===== src/rtl/qedp_pkg.sv =====
// Shared types, constants and the quadrature step table for the encoder core.
// No dependencies; every other file but qedp_bench_pkg imports this package.
`timescale 1ns / 1ps
`default_nettype none

package qedp_pkg;

    // Register map: one bit of address selects the register (byte addresses 0 and 4)
    localparam int unsigned ADDR_W = 3;
    localparam logic REG_REVERSE   = 1'b0;
    localparam logic REG_SHORT_MS  = 1'b1;

    localparam logic [15:0] SHORT_MS_RESET = 16'd250;

    // Accelerator: decay of 65405/65536 per sample, |delta|/8 added in Q8.16
    localparam logic [15:0] DECAY_NUM  = 16'd65405;
    localparam int unsigned ACC_W      = 24;
    localparam int unsigned STEP_SHIFT = 13;
    localparam logic [ACC_W-1:0] ACC_MAX = {ACC_W{1'b1}};

    // Pin and position reset values
    localparam logic [1:0] PINS_IDLE    = 2'b11;
    localparam logic [7:0] POS_RESET    = 8'd2;
    localparam logic [1:0] DETENT_PHASE = 2'b10;

    // Configuration as seen by the datapath
    typedef struct packed {
        logic        reverse_direction;
        logic [15:0] short_press_ms;
    } cfg_t;

    // Button timing results for one tick
    typedef struct packed {
        logic        pressed;
        logic [15:0] press_duration_ms;
        logic        short_release;
        logic        activity;
    } btn_status_t;

    // One result beat
    typedef struct packed {
        logic signed [5:0] detent_steps;
        logic [ACC_W-1:0]  accel_level;
        btn_status_t       btn;
    } tick_result_t;

    // Quadrature step from {new pins, old pins}: +1, -1 or 0
    function automatic logic signed [1:0] quad_step(input logic [3:0] idx);
        logic signed [1:0] d;
        unique case (idx)
            4'd1, 4'd7, 4'd8, 4'd14: d = -2'sd1;
            4'd2, 4'd4, 4'd11, 4'd13: d = 2'sd1;
            default: d = 2'sd0;
        endcase
        return d;
    endfunction

endpackage

`default_nettype wire


===== src/rtl/qedp_cfg.sv =====
// APB-style register file: direction reversal and short press limit.
// Depends on qedp_pkg.
`timescale 1ns / 1ps
`default_nettype none

module qedp_cfg
    import qedp_pkg::*;
(
    input  wire logic              clk,
    input  wire logic              rst_n,
    input  wire logic              psel,
    input  wire logic              penable,
    input  wire logic              pwrite,
    input  wire logic [ADDR_W-1:0] paddr,
    input  wire logic [31:0]       pwdata,
    output logic [31:0]            prdata,
    output logic                   pready,
    output cfg_t                   cfg
);

    logic        reverse_reg;
    logic        reverse_next;
    logic [15:0] short_ms_reg;
    logic [15:0] short_ms_next;
    logic        wr_en;
    logic        reg_sel;

    assign pready  = 1'b1;
    assign wr_en   = psel & penable & pwrite;
    assign reg_sel = paddr[2];

    // Write decode
    always_comb
    begin
        reverse_next  = reverse_reg;
        short_ms_next = short_ms_reg;
        if (wr_en)
        begin
            unique case (reg_sel)
                REG_REVERSE:  reverse_next  = pwdata[0];
                REG_SHORT_MS: short_ms_next = pwdata[15:0];
                default:      reverse_next  = reverse_reg;
            endcase
        end
    end

    always_ff @(posedge clk or negedge rst_n)
    begin
        if (!rst_n)
        begin
            reverse_reg  <= 1'b0;
            short_ms_reg <= SHORT_MS_RESET;
        end
        else
        begin
            reverse_reg  <= reverse_next;
            short_ms_reg <= short_ms_next;
        end
    end

    // Read mux
    always_comb
    begin
        unique case (reg_sel)
            REG_REVERSE:  prdata = {31'd0, reverse_reg};
            REG_SHORT_MS: prdata = {16'd0, short_ms_reg};
            default:      prdata = 32'd0;
        endcase
    end

    assign cfg.reverse_direction = reverse_reg;
    assign cfg.short_press_ms    = short_ms_reg;

endmodule

`default_nettype wire


===== src/rtl/qedp_encoder.sv =====
// Quadrature decode, detent snapping, step consumption and acceleration accumulator.
// Depends on qedp_pkg.
`timescale 1ns / 1ps
`default_nettype none

module qedp_encoder
    import qedp_pkg::*;
(
    input  wire logic       clk,
    input  wire logic       rst_n,
    input  wire logic       sample_en,
    input  wire logic       tick_en,
    input  wire logic [1:0] pins,
    input  wire logic       reverse_direction,
    output logic signed [5:0] steps,
    output logic [ACC_W-1:0]  accel
);

    logic [1:0]       prev_pins_reg;
    logic [1:0]       prev_pins_next;
    logic [7:0]       position_reg;
    logic [7:0]       position_next;
    logic [ACC_W-1:0] accel_reg;
    logic [ACC_W-1:0] accel_next;

    logic signed [1:0] d;
    logic [7:0]        pos_sample;
    logic [7:0]        diff;
    logic [7:0]        mag;
    logic [39:0]       prod;
    logic [ACC_W:0]    acc_sum;

    // Decode one pin sample
    always_comb
    begin
        d = quad_step({pins, prev_pins_reg});
        if (reverse_direction)
        begin
            d = -d;
        end
        if (pins == PINS_IDLE)
        begin
            pos_sample = {position_reg[7:2], DETENT_PHASE};
        end
        else
        begin
            pos_sample = position_reg + {{6{d[1]}}, d};
        end
        diff = pos_sample - position_reg;
        mag  = diff[7] ? (8'd0 - diff) : diff;
    end

    // Leaky accumulator: decay, add |delta| in Q8.16 / 8, saturate
    assign prod    = {16'd0, accel_reg} * {24'd0, DECAY_NUM};
    assign acc_sum = {1'b0, prod[39:16]} + {4'd0, mag, {STEP_SHIFT{1'b0}}};

    always_comb
    begin
        prev_pins_next = prev_pins_reg;
        position_next  = position_reg;
        accel_next     = accel_reg;
        if (sample_en)
        begin
            prev_pins_next = pins;
            position_next  = pos_sample;
            accel_next     = acc_sum[ACC_W] ? ACC_MAX : acc_sum[ACC_W-1:0];
        end
        else if (tick_en)
        begin
            // Whole detents leave; the phase within the detent stays
            position_next = {6'd0, position_reg[1:0]};
        end
    end

    always_ff @(posedge clk or negedge rst_n)
    begin
        if (!rst_n)
        begin
            prev_pins_reg <= PINS_IDLE;
            position_reg  <= POS_RESET;
            accel_reg     <= '0;
        end
        else
        begin
            prev_pins_reg <= prev_pins_next;
            position_reg  <= position_next;
            accel_reg     <= accel_next;
        end
    end

    assign steps = position_reg[7:2];
    assign accel = accel_reg;

endmodule

`default_nettype wire


===== src/rtl/qedp_button.sv =====
// Button latch and press timing: press start, press length, short-release flag.
// Depends on qedp_pkg.
`timescale 1ns / 1ps
`default_nettype none

module qedp_button
    import qedp_pkg::*;
(
    input  wire logic        clk,
    input  wire logic        rst_n,
    input  wire logic        sample_en,
    input  wire logic        tick_en,
    input  wire logic        button_level,
    input  wire logic [31:0] now,
    input  wire logic        steps_zero,
    input  wire logic [15:0] short_press_ms,
    output btn_status_t      status
);

    logic        down_reg;
    logic        down_next;
    logic        prev_down_reg;
    logic        prev_down_next;
    logic [31:0] start_reg;
    logic [31:0] start_next;
    logic [15:0] length_reg;
    logic [15:0] length_next;

    logic        just_pressed;
    logic        released;
    logic [31:0] start_eff;
    logic [31:0] elapsed;
    logic [15:0] length_now;

    // Press timing seen at a tick
    always_comb
    begin
        just_pressed = down_reg & ~prev_down_reg;
        released     = ~down_reg & prev_down_reg;
        start_eff    = just_pressed ? now : start_reg;
        elapsed      = now - start_eff;
        length_now   = down_reg ? elapsed[15:0] : length_reg;
    end

    always_comb
    begin
        down_next      = down_reg;
        prev_down_next = prev_down_reg;
        start_next     = start_reg;
        length_next    = length_reg;
        if (sample_en)
        begin
            down_next = ~button_level;
        end
        else if (tick_en)
        begin
            prev_down_next = down_reg;
            start_next     = start_eff;
            length_next    = released ? 16'd0 : length_now;
        end
    end

    always_ff @(posedge clk or negedge rst_n)
    begin
        if (!rst_n)
        begin
            down_reg      <= 1'b0;
            prev_down_reg <= 1'b0;
            start_reg     <= '0;
            length_reg    <= '0;
        end
        else
        begin
            down_reg      <= down_next;
            prev_down_reg <= prev_down_next;
            start_reg     <= start_next;
            length_reg    <= length_next;
        end
    end

    assign status.pressed           = down_reg;
    assign status.press_duration_ms = length_now;
    assign status.short_release     = released & steps_zero & (length_now <= short_press_ms);
    assign status.activity          = ~steps_zero | down_reg | prev_down_reg;

endmodule

`default_nettype wire


===== src/rtl/quadrature_encoder_detent_press_core.sv =====
// Rotary encoder core, top level: input register, encoder and button state, result register.
// Depends on qedp_pkg, qedp_cfg, qedp_encoder, qedp_button.
`timescale 1ns / 1ps
`default_nettype none

// Quadrature encoder with detent snapping, acceleration estimate and button timing.
// Each input beat is a pin sample (kind 0) or a tick (kind 1); a tick yields one
// result beat, a sample none. Beats are taken one per clock while in_stall is low; a beat
// is captured in the input register and applied to the state from there, and a tick's
// result goes to the result register that drives the outputs. That register holds a tick
// result while out_stall is high; samples keep flowing meanwhile, and only a further tick
// waits for the register to drain, holding off the beats behind it. The longest path is
// the 24x16 constant multiply of the acceleration decay feeding the saturating add.
module quadrature_encoder_detent_press_core
    import qedp_pkg::*;
(
    input  wire logic              clk,
    input  wire logic              rst_n,
    // input channel
    input  wire logic              in_valid,
    output logic                   in_stall,
    input  wire logic              kind,
    input  wire logic [1:0]        pins,
    input  wire logic              button_level,
    input  wire logic [31:0]       time_ms,
    // output channel
    output logic                   out_valid,
    input  wire logic              out_stall,
    output logic signed [5:0]      detent_steps,
    output logic [23:0]            accel_level,
    output logic                   pressed,
    output logic [15:0]            press_duration_ms,
    output logic                   short_release,
    output logic                   activity,
    // configuration
    input  wire logic              psel,
    input  wire logic              penable,
    input  wire logic              pwrite,
    input  wire logic [ADDR_W-1:0] paddr,
    input  wire logic [31:0]       pwdata,
    output logic [31:0]            prdata,
    output logic                   pready
);

    cfg_t         cfg;
    btn_status_t  btn;

    logic         in_valid_reg;
    logic         in_valid_next;
    logic         kind_reg;
    logic [1:0]   pins_reg;
    logic         button_reg;
    logic [31:0]  time_reg;

    logic         out_valid_reg;
    logic         out_valid_next;
    tick_result_t result_reg;

    logic         go;
    logic         sample_en;
    logic         tick_en;
    logic         in_take;
    logic signed [5:0] steps;
    logic [ACC_W-1:0]  accel;

    qedp_cfg u_cfg (
        .clk     (clk),
        .rst_n   (rst_n),
        .psel    (psel),
        .penable (penable),
        .pwrite  (pwrite),
        .paddr   (paddr),
        .pwdata  (pwdata),
        .prdata  (prdata),
        .pready  (pready),
        .cfg     (cfg)
    );

    // Pipeline control: a sample always proceeds, a tick needs room in the result register
    assign go        = in_valid_reg & (~kind_reg | ~out_valid_reg | ~out_stall);
    assign sample_en = go & ~kind_reg;
    assign tick_en   = go & kind_reg;
    assign in_stall  = in_valid_reg & ~go;
    assign in_take   = in_valid & ~in_stall;

    always_comb
    begin
        in_valid_next = in_valid_reg;
        if (in_take)
        begin
            in_valid_next = 1'b1;
        end
        else if (go)
        begin
            in_valid_next = 1'b0;
        end

        out_valid_next = out_valid_reg;
        if (tick_en)
        begin
            out_valid_next = 1'b1;
        end
        else if (!out_stall)
        begin
            out_valid_next = 1'b0;
        end
    end

    always_ff @(posedge clk or negedge rst_n)
    begin
        if (!rst_n)
        begin
            in_valid_reg  <= 1'b0;
            out_valid_reg <= 1'b0;
        end
        else
        begin
            in_valid_reg  <= in_valid_next;
            out_valid_reg <= out_valid_next;
        end
    end

    // Input register payload
    always_ff @(posedge clk)
    begin
        if (in_take)
        begin
            kind_reg   <= kind;
            pins_reg   <= pins;
            button_reg <= button_level;
            time_reg   <= time_ms;
        end
    end

    qedp_encoder u_encoder (
        .clk               (clk),
        .rst_n             (rst_n),
        .sample_en         (sample_en),
        .tick_en           (tick_en),
        .pins              (pins_reg),
        .reverse_direction (cfg.reverse_direction),
        .steps             (steps),
        .accel             (accel)
    );

    qedp_button u_button (
        .clk            (clk),
        .rst_n          (rst_n),
        .sample_en      (sample_en),
        .tick_en        (tick_en),
        .button_level   (button_reg),
        .now            (time_reg),
        .steps_zero     (steps == 6'sd0),
        .short_press_ms (cfg.short_press_ms),
        .status         (btn)
    );

    // Result register
    always_ff @(posedge clk)
    begin
        if (tick_en)
        begin
            result_reg.detent_steps <= steps;
            result_reg.accel_level  <= accel;
            result_reg.btn          <= btn;
        end
    end

    assign out_valid         = out_valid_reg;
    assign detent_steps      = result_reg.detent_steps;
    assign accel_level       = result_reg.accel_level;
    assign pressed           = result_reg.btn.pressed;
    assign press_duration_ms = result_reg.btn.press_duration_ms;
    assign short_release     = result_reg.btn.short_release;
    assign activity          = result_reg.btn.activity;

endmodule

`default_nettype wire


===== config.mk =====
export PLATFORM = sky130hd
export DESIGN_NAME = quadrature_encoder_detent_press_core
export DESIGN_NICKNAME = d
export VERILOG_FILES = /design/src/rtl/qedp_pkg.sv /design/src/rtl/qedp_cfg.sv /design/src/rtl/qedp_encoder.sv /design/src/rtl/qedp_button.sv /design/src/rtl/quadrature_encoder_detent_press_core.sv
export SDC_FILE = /design/constraint.sdc
export NUM_CORES = 1
export LEC_CHECK = 0
export BUFFER_PORTS_ARGS = -buffer_cell sky130_fd_sc_hd__buf_2
export CAP_MARGIN = 20
export CORE_ASPECT_RATIO = 1.1
export CORE_UTILIZATION = 45
export CTS_CLUSTER_DIAMETER = 40
export DETAILED_ROUTE_END_ITERATION = 12
export PLACE_DENSITY = 0.59
export SETUP_SLACK_MARGIN = 0.2
export SLEW_MARGIN = 30
export SYNTH_ARGS = -nofsm -noshare
export SYNTH_HDL_FRONTEND = slang
export SYNTH_HIERARCHICAL = 1
export SYNTH_SLANG_ARGS = --single-unit
export TNS_END_PERCENT = 50

===== constraint.sdc =====
create_clock -name clk -period 20.3 [get_ports clk]
set_input_delay 3.045 -clock clk [delete_from_list [all_inputs] [get_ports clk]]
set_output_delay 3.045 -clock clk [all_outputs]
set_load 0.02 [all_outputs]

Word level (Yosys, flattened, before mapping)

Memories as Yosys holds them, arrays and structs flattened.
Cells that the tools add are included.

Add/subtract/negate cells: 6
Multipliers: 1
Divide/modulo/power cells: 0
$lt $le $gt $ge: 1
Eq/ne operators: 2
Shift-type cells: 0
Mux-type cells: 14
Bitwise gates (word level): 26
Reduce and logical (&&, ||, !) cells: 6

Operators by type and width:

| cell                   | number |
|---|---|
| $pmux 32 s2            | 1 |
| $mul 24x16->40 const B | 1 |
| $mux 16                | 2 |
| $mux 32                | 1 |
| $mux 8                 | 4 |
| $add 24x21->25         | 1 |
| $mux 24                | 1 |
| $le 16x16->1           | 1 |
| $sub 16x16->16         | 1 |
| $and 1x1->1            | 11 |
| $not 1->1              | 11 |
| $add 8x8->8            | 1 |
| $sub 1x8->8 const A    | 1 |
| $sub 8x8->8            | 1 |
| $logic_not 6->1        | 1 |
| $reduce_and 2->1       | 3 |
| $mux 1                 | 4 |
| $or 1x1->1             | 4 |
| $reduce_bool 2->1      | 2 |
| $eq 2x2->1 const B     | 1 |
| $mux 2                 | 1 |
| $ne 2x1->1 const B     | 1 |
| $neg 2->2              | 1 |

Register bits: 188
Bits in latches: 0
RAM bits: 0
Memory bits (read-only): 32
Input bits: 78
Output and inout port bits: 84
Logic and storage cells: 79
Memories kept: 1

Memories:

| name             | words | bits a word | read ports | clocked after memory_dff | write ports | RTL line       | RTL |
|---|---|---|---|---|---|---|---|
| (name not given) | 16    | 2           | 1          | 0                        | 0           | qedp_pkg.sv:50 | `unique case (idx)` |

Longest topological paths before layout

Gate-level depths: netlist of run 1.
An unclocked memory read counts as a cell.

Depth after elaboration: 10
Mapped depth: 32
Gate-level depth less buffers: 32

By module

Netlist of run 1, hierarchy kept.

By module, submodules not included:

| module                               | instances | cells an instance | area each (um^2) | sequential area each (um^2) |
|---|---|---|---|---|
| qedp_encoder                         | 1         | 1116              | 10725.3          | 854.6 |
| qedp_button                          | 1         | 340               | 3020.4           | 850.8 |
| quadrature_encoder_detent_press_core | 1         | 98                | 2668.8           | 2602.5 |
| qedp_cfg                             | 1         | 75                | 965.9            | 432.9 |

Worst setup path before layout of run 1

OpenSTA, ideal clock, no wires.

Path type: register -> register
Start: reg u_encoder.accel_reg[13], in the netlist u_encoder/accel[13]
End: reg u_encoder.accel_reg[16], in the netlist u_encoder/accel[16]
Arrival: 7.236 ns
Slack: 12.982 ns
Stages on the path, launching flop included: 30
Path buffers: 2
Path through: dfrtp_1 > inv_1 > fa_1 > fa_1 > inv_1 > fa_1 > fa_1 > fa_1 > inv_1 > fa_1 > inv_1 > ha_1 > clkbuf_1 > nand3_1 > a2111oi_0 > o21ai_0 > a31oi_1 > o21ai_0 > o21bai_1 > a21o_1 > a21oi_1 > xnor2_1 > ha_1 > a21boi_0 > o21a_1 > o41a_1 > nand3_2 > or3_4 > buf_6 > o211ai_2

Word-level cells in the longest chain between the ends: 3

RTL lines:

| what                   | RTL line           | RTL |
|---|---|---|
| start, declared        | qedp_encoder.sv:23 | `logic [ACC_W-1:0] accel_reg;` |
| start signal, assigned | qedp_encoder.sv:87 | `accel_reg <= accel_next;` |
| $mul 24x16->40         | qedp_encoder.sv:54 | `assign prod = {16'd0, accel_reg} * {24'd0, DECAY_NUM};` |
| $add 24x21->25         | qedp_encoder.sv:55 | `assign acc_sum = {1'b0, prod[39:16]} + {4'd0, mag, {STEP_SHIFT{1'b0}}};` |
| $mux 24                | qedp_encoder.sv:66 | `accel_next = acc_sum[ACC_W] ? ACC_MAX : acc_sum[ACC_W-1:0];` |

Every way passes these cells.
A chain may end at the register's enable or synchronous reset.

Worst setup path in the final report of run 1

Start: reg u_encoder.accel_reg[6], in the netlist u_encoder/accel[6]
End: reg u_encoder.accel_reg[13], in the netlist u_encoder/accel[13]

Same word-level chain as after synthesis.

==> results of run 1 <==
==> per-stage QoR <==
| step | setup slack (ps) | area (µm²) |
|---|---|---|
| 2_1_floorplan | 12980 | 17000 |
| 3_3_place_gp | 11710 | 17800 |
| 3_5_place_dp | 11560 | 17800 |
| 4_1_cts | 11520 | 18400 |
| 5_1_grt | 10960 | 18400 |
| 6_report | 11440 | 18400 |
==> routing by layer <==
layer / up-vias / track usage (%) / routed length [µm]
met2: 243 / 37.0 / 19300
met1: 5709 / 29.6 / 18300
met4: 0 / 4.45 / 571
met3: 34 / 2.66 / 1500
met5: - / 0 / 0
li1: 5450 / - / -
==> layout make-up <==
class / count / area share (%)
sequential: 156 / 23.1
multi-input combinational: 1069 / 60.1
clock buffer: 17 / 2.31
timing repair buffer: 116 / 3.27
clock inverter: 15 / 0.884
inverter: 342 / 6.97
tap: 494 / 3.36
==> placed cells by master (no fill, tap or decap), types with 17 or more instances in the layout <==
cell,n
a21o_1,26
a21oi_1,48
and2_1,20
buf_2,109
clkbuf_16,17
conb_1,17
dfrtp_1,78
edfxtp_1,69
fa_1,215
ha_1,174
inv_1,342
mux2_2,25
nand2_1,103
nand3_1,24
nand4_1,18
nor2_1,50
o21ai_0,56
xnor2_1,40
xor2_1,20
==> how the worst max path moves through the flow <==
stage / from / endpoint / depth (start not counted)
after floorplan: u_encoder/accel[13]$_DFFE_PN0P_ / u_encoder/accel[16]$_DFFE_PN0P_ / 29
after global placement: u_encoder/accel[6]$_DFFE_PN0P_ / u_encoder/accel[15]$_DFFE_PN0P_ / 27
after detailed placement: u_encoder/accel[6]$_DFFE_PN0P_ / u_encoder/accel[13]$_DFFE_PN0P_ / 27
after CTS: u_encoder/accel[6]$_DFFE_PN0P_ / u_encoder/accel[13]$_DFFE_PN0P_ / 27
after global routing: u_encoder/accel[6]$_DFFE_PN0P_ / u_encoder/accel[15]$_DFFE_PN0P_ / 27
final: u_encoder/accel[6]$_DFFE_PN0P_ / u_encoder/accel[13]$_DFFE_PN0P_ / 27
==> critical path: cells and delay by family (launching register included) <==
kind | cells | cell delay, ps
adders and majority gates | 8 | 3920
AOI/OAI and AO/OA | 12 | 3010
and+or+nand+nor | 2 | 660
DFF | 1 | 570
buffers and inverters | 4 | 510
xor gates and xnor gates | 1 | 90
==> flow_summary.ini, run 1 <==
[logic_synthesis]
syn_inst = 1613
synth_area_per_cell_um2 = 10.5
yosysWarnings = 6
syn_area_mm2 = 0.0169

[setup_path]
end_kind = register
r2r_slack_ps = 11440
worstPathRequired_ps = 20650
rr_endpoint = u_encoder/accel[13]$_DFFE_PN0P_
path_common_cell = fa_1
worst-path-max-fanout = 22
crit_path_start_kind = register
cp_slowest_stage_delay_ps = 660
slowest_stage = fa_1
cp.arrival_ps = 9210
ff2ff_path_depth = 27
crit_type = reg2reg
r2r_start = u_encoder/accel[6]$_DFFE_PN0P_

[global_routing]
grt_pass1_wl_um = 63900
grt_pass1_vias = 11804
antenna_found_initial = 0
grt-ovfl-total = 0
grt_use_total_pct = 21.6
grt_start_max_net_pins = 74

[min_path]
hp-class = reg2reg
min_path_cells = 1
min_from = button_reg$_DFFE_PP_
holdPathEnd = u_button/down_reg$_DFFE_PN0P_

[timing]
setup_viol = 0
hold_slack_ps = 433
rsz0062_at_grt = false
finalCritPeriodShare_pct = 43.6
period_minus_slack_ps = 8860
fin_skew_ps = 10.7
relSlewSlack_pct = 46.3
hold_violations = 0
slew_viol_final = 0
max_freq_mhz = 113
tightest_slew_ps = 800
tns_ps = 0

[place]
post-dp-hpwl_um = 32500
gp_congestion = 0.868
placedCellCount = 2177
numPortBuffers = 110

[floorplanning]
die_x_um = 187
std_cell_rows = 74
die_height_um = 205
coreArea_mm2 = 0.0370
start_util_pct = 45.6
io_pins = 162
die_area_mm2 = 0.0383

[clock_tree]
clk_pin_slew_ps = 70
numCtsBuffers = 17
postCtsResizedCells = 0
h-tree-depth = 4
cts_sinks = 156
ctsHoldBuffers = 0
post_cts_buffers = 0
clkLatencyLatePin_ps = 430
root_buffer = clkbuf_16
tritoncts = built
clock_path_buffers = 2

[finish]
instances_no_fill = 2209
final_util_pct = 49.7
area_growth_pct = 8.92
fin_nets = 2169
multiInputGateArea_mm2 = 0.0111
layout-drive-gt1-share_pct = 14.3
n_fill_cell = 3449
regArea_mm2 = 0.00426
n_antenna_cell = 0

[route]
vias = 11436
ant_nets = 0
wl_um = 39600
drt-initial-drc-count = 629
first_pass_iters = 6
avgViaCountPerCell = 5.18
drc_errors = 0
wire_per_inst_um = 17.9

[job]
cap_violations = 0

[outcome]
status = completed
Power of run 1 is not shown: default switching activity piles up to over one toggle a cycle in this logic, so the estimate is an artifact.
==> run 2, diff against run 1 <==
- PLACE_DENSITY: 0.59 -> 0.62
- clock period: 20.3 -> 7.5 ns (I/O delays scaled with it)
==> run 2 against run 1 <==
  * Worst hold slack improved by 6.4 ps
  * Sequential share of layout area decreased by 2.7 points
  * Final cell count increased by 11%
  * Critical path type unchanged
  * Die area is the same
  * Via count grew 11%
  * Non-clock buffer count is 249 higher
  * The run now ends with negative setup slack left
  * First-iteration DRC count grew 14%
  * Critical path depth rose by 4
  * Register-to-register slack got worse by 12000 ps
==> flow_summary.ini, run 2 (synthesis results as in run 1) <==
[outcome]
status = finished with violations
violations = negative setup slack

[setup_path]
cp_top_family = adder cells
rr_endpoint = u_encoder/accel[0]$_DFFE_PN0P_
r2r_slack_ps = -110
path_common_cell = fa_1
crit_cells = 31
slowest_stage = fa_2
cp_slowest_stage_delay_ps = 630
crit_path_start_kind = register
crit_buf_inv = 8
end_kind = register
worst-path-max-fanout = 5
ff2ff_path_depth = 31
cp.arrival_ps = 7980
worstPathRequired_ps = 7870
r2r_start = u_encoder/accel[3]$_DFFE_PN0P_
crit_type = reg2reg

[place]
post-dp-hpwl_um = 34700
gp_congestion = 0.954
placedCellCount = 2377
numPortBuffers = 110
dpl-instance-area_mm2 = 0.0193

[timing]
setup_viol = 21
hold_violations = 0
tns_ps = -1260
fin_skew_ps = 18.0
relSlewSlack_pct = 40.7
max_freq_mhz = 131
tightest_slew_ps = 889
rsz0062_at_grt = true
final.setup.worst_slack_ps = -111
slew_viol_final = 0
finalCritPeriodShare_pct = 101
period_minus_slack_ps = 7610

[route]
wire_per_inst_um = 17.6
avgViaCountPerCell = 5.14
vias = 12652
drc_errors = 0
drt-initial-drc-count = 720
first_pass_iters = 5
wl_um = 43300
ant_nets = 0

[global_routing]
grt-ovfl-total = 0
grt_pass1_vias = 13388
top_usage_layer = met2
grt_start_max_net_pins = 65
grt_pass1_wl_um = 70000
met2_usage_pct = 41.9
grt_use_total_pct = 23.5
grtUsageMet3_pct = 3.33
antenna_found_initial = 0
grtUsageMet1_pct = 30.1

[min_path]
hp-class = reg2reg
min_path_cells = 1
holdPathEnd = u_button/down_reg$_DFFE_PN0P_
min_from = button_reg$_DFFE_PP_

[floorplanning]
die_x_um = 187
die_area_mm2 = 0.0383
coreArea_mm2 = 0.0370
die_height_um = 205
start_util_pct = 45.6
io_pins = 162
std_cell_rows = 74

[finish]
final_util_pct = 56.4
final_cell_mix = 325 x inv_1, 242 x buf_4, 198 x fa_1
fin_nets = 2421
n_antenna_cell = 0
final_area_mm2 = 0.0209
area_growth_pct = 23.6
multiInputGateArea_mm2 = 0.0116
n_fill_cell = 3169
regArea_mm2 = 0.00427
layout-drive-gt1-share_pct = 30.4
instances_no_fill = 2461
final_common_cell = inv_1

[clock_tree]
clock_path_buffers = 2
clk_pin_slew_ps = 70
cts_sinks = 156
numCtsBuffers = 17
clkLatencyLatePin_ps = 430
h-tree-depth = 4
tritoncts = built
root_buffer = clkbuf_16

[job]
cap_violations = 0
[run 2: worst max-delay path by stage]
stage	start	endpoint
floorplan	u_encoder/accel[15]$_DFFE_PN0P_	u_encoder/accel[16]$_DFFE_PN0P_
global placement	u_encoder/accel[6]$_DFFE_PN0P_	u_encoder/accel[13]$_DFFE_PN0P_
detailed placement	u_encoder/accel[6]$_DFFE_PN0P_	u_encoder/accel[13]$_DFFE_PN0P_
CTS	u_encoder/accel[13]$_DFFE_PN0P_	u_encoder/accel[13]$_DFFE_PN0P_
global route	u_encoder/accel[10]$_DFFE_PN0P_	u_encoder/accel[23]$_DFFE_PN0P_
finish	u_encoder/accel[3]$_DFFE_PN0P_	u_encoder/accel[0]$_DFFE_PN0P_
[run 2: routing by layer]
layer / vias to the layer above / part of all wire, %
met1: 6347 / 44
met3: 50 / 3.9
met2: 293 / 50
met5: - / 0
li1: 5962 / -
met4: 0 / 2.6
[run 2: what timing repair did]
item | 4_1_cts | 5_1_grt
gates cloned | 3 | 0
buffers inserted | 35 | 14
endpoints found under the setup margin | 24 | 24
hold buffers | 0 | 0
gates resized for setup | 96 | 44
pin swaps | 67 | 35
[run 2: cell type report]
cell class	instances	area share (%)
clock buffer	17	2.04
clock inverter	15	0.815
inverter	342	6.17
multi-input combinational	1072	55.4
sequential	156	20.5
tap	494	2.96
timing repair buffer	365	12.1
[run 2: metrics by stage]
stage                     worst slack [ps]  hold WS, ps
after floorplan                        229          394
after global placement                -408          408
after detailed placement              -656          409
after CTS                            -96.5          440
after global routing                  -375          481
final                                 -111          439
Power of run 2 is left out for the same reason.
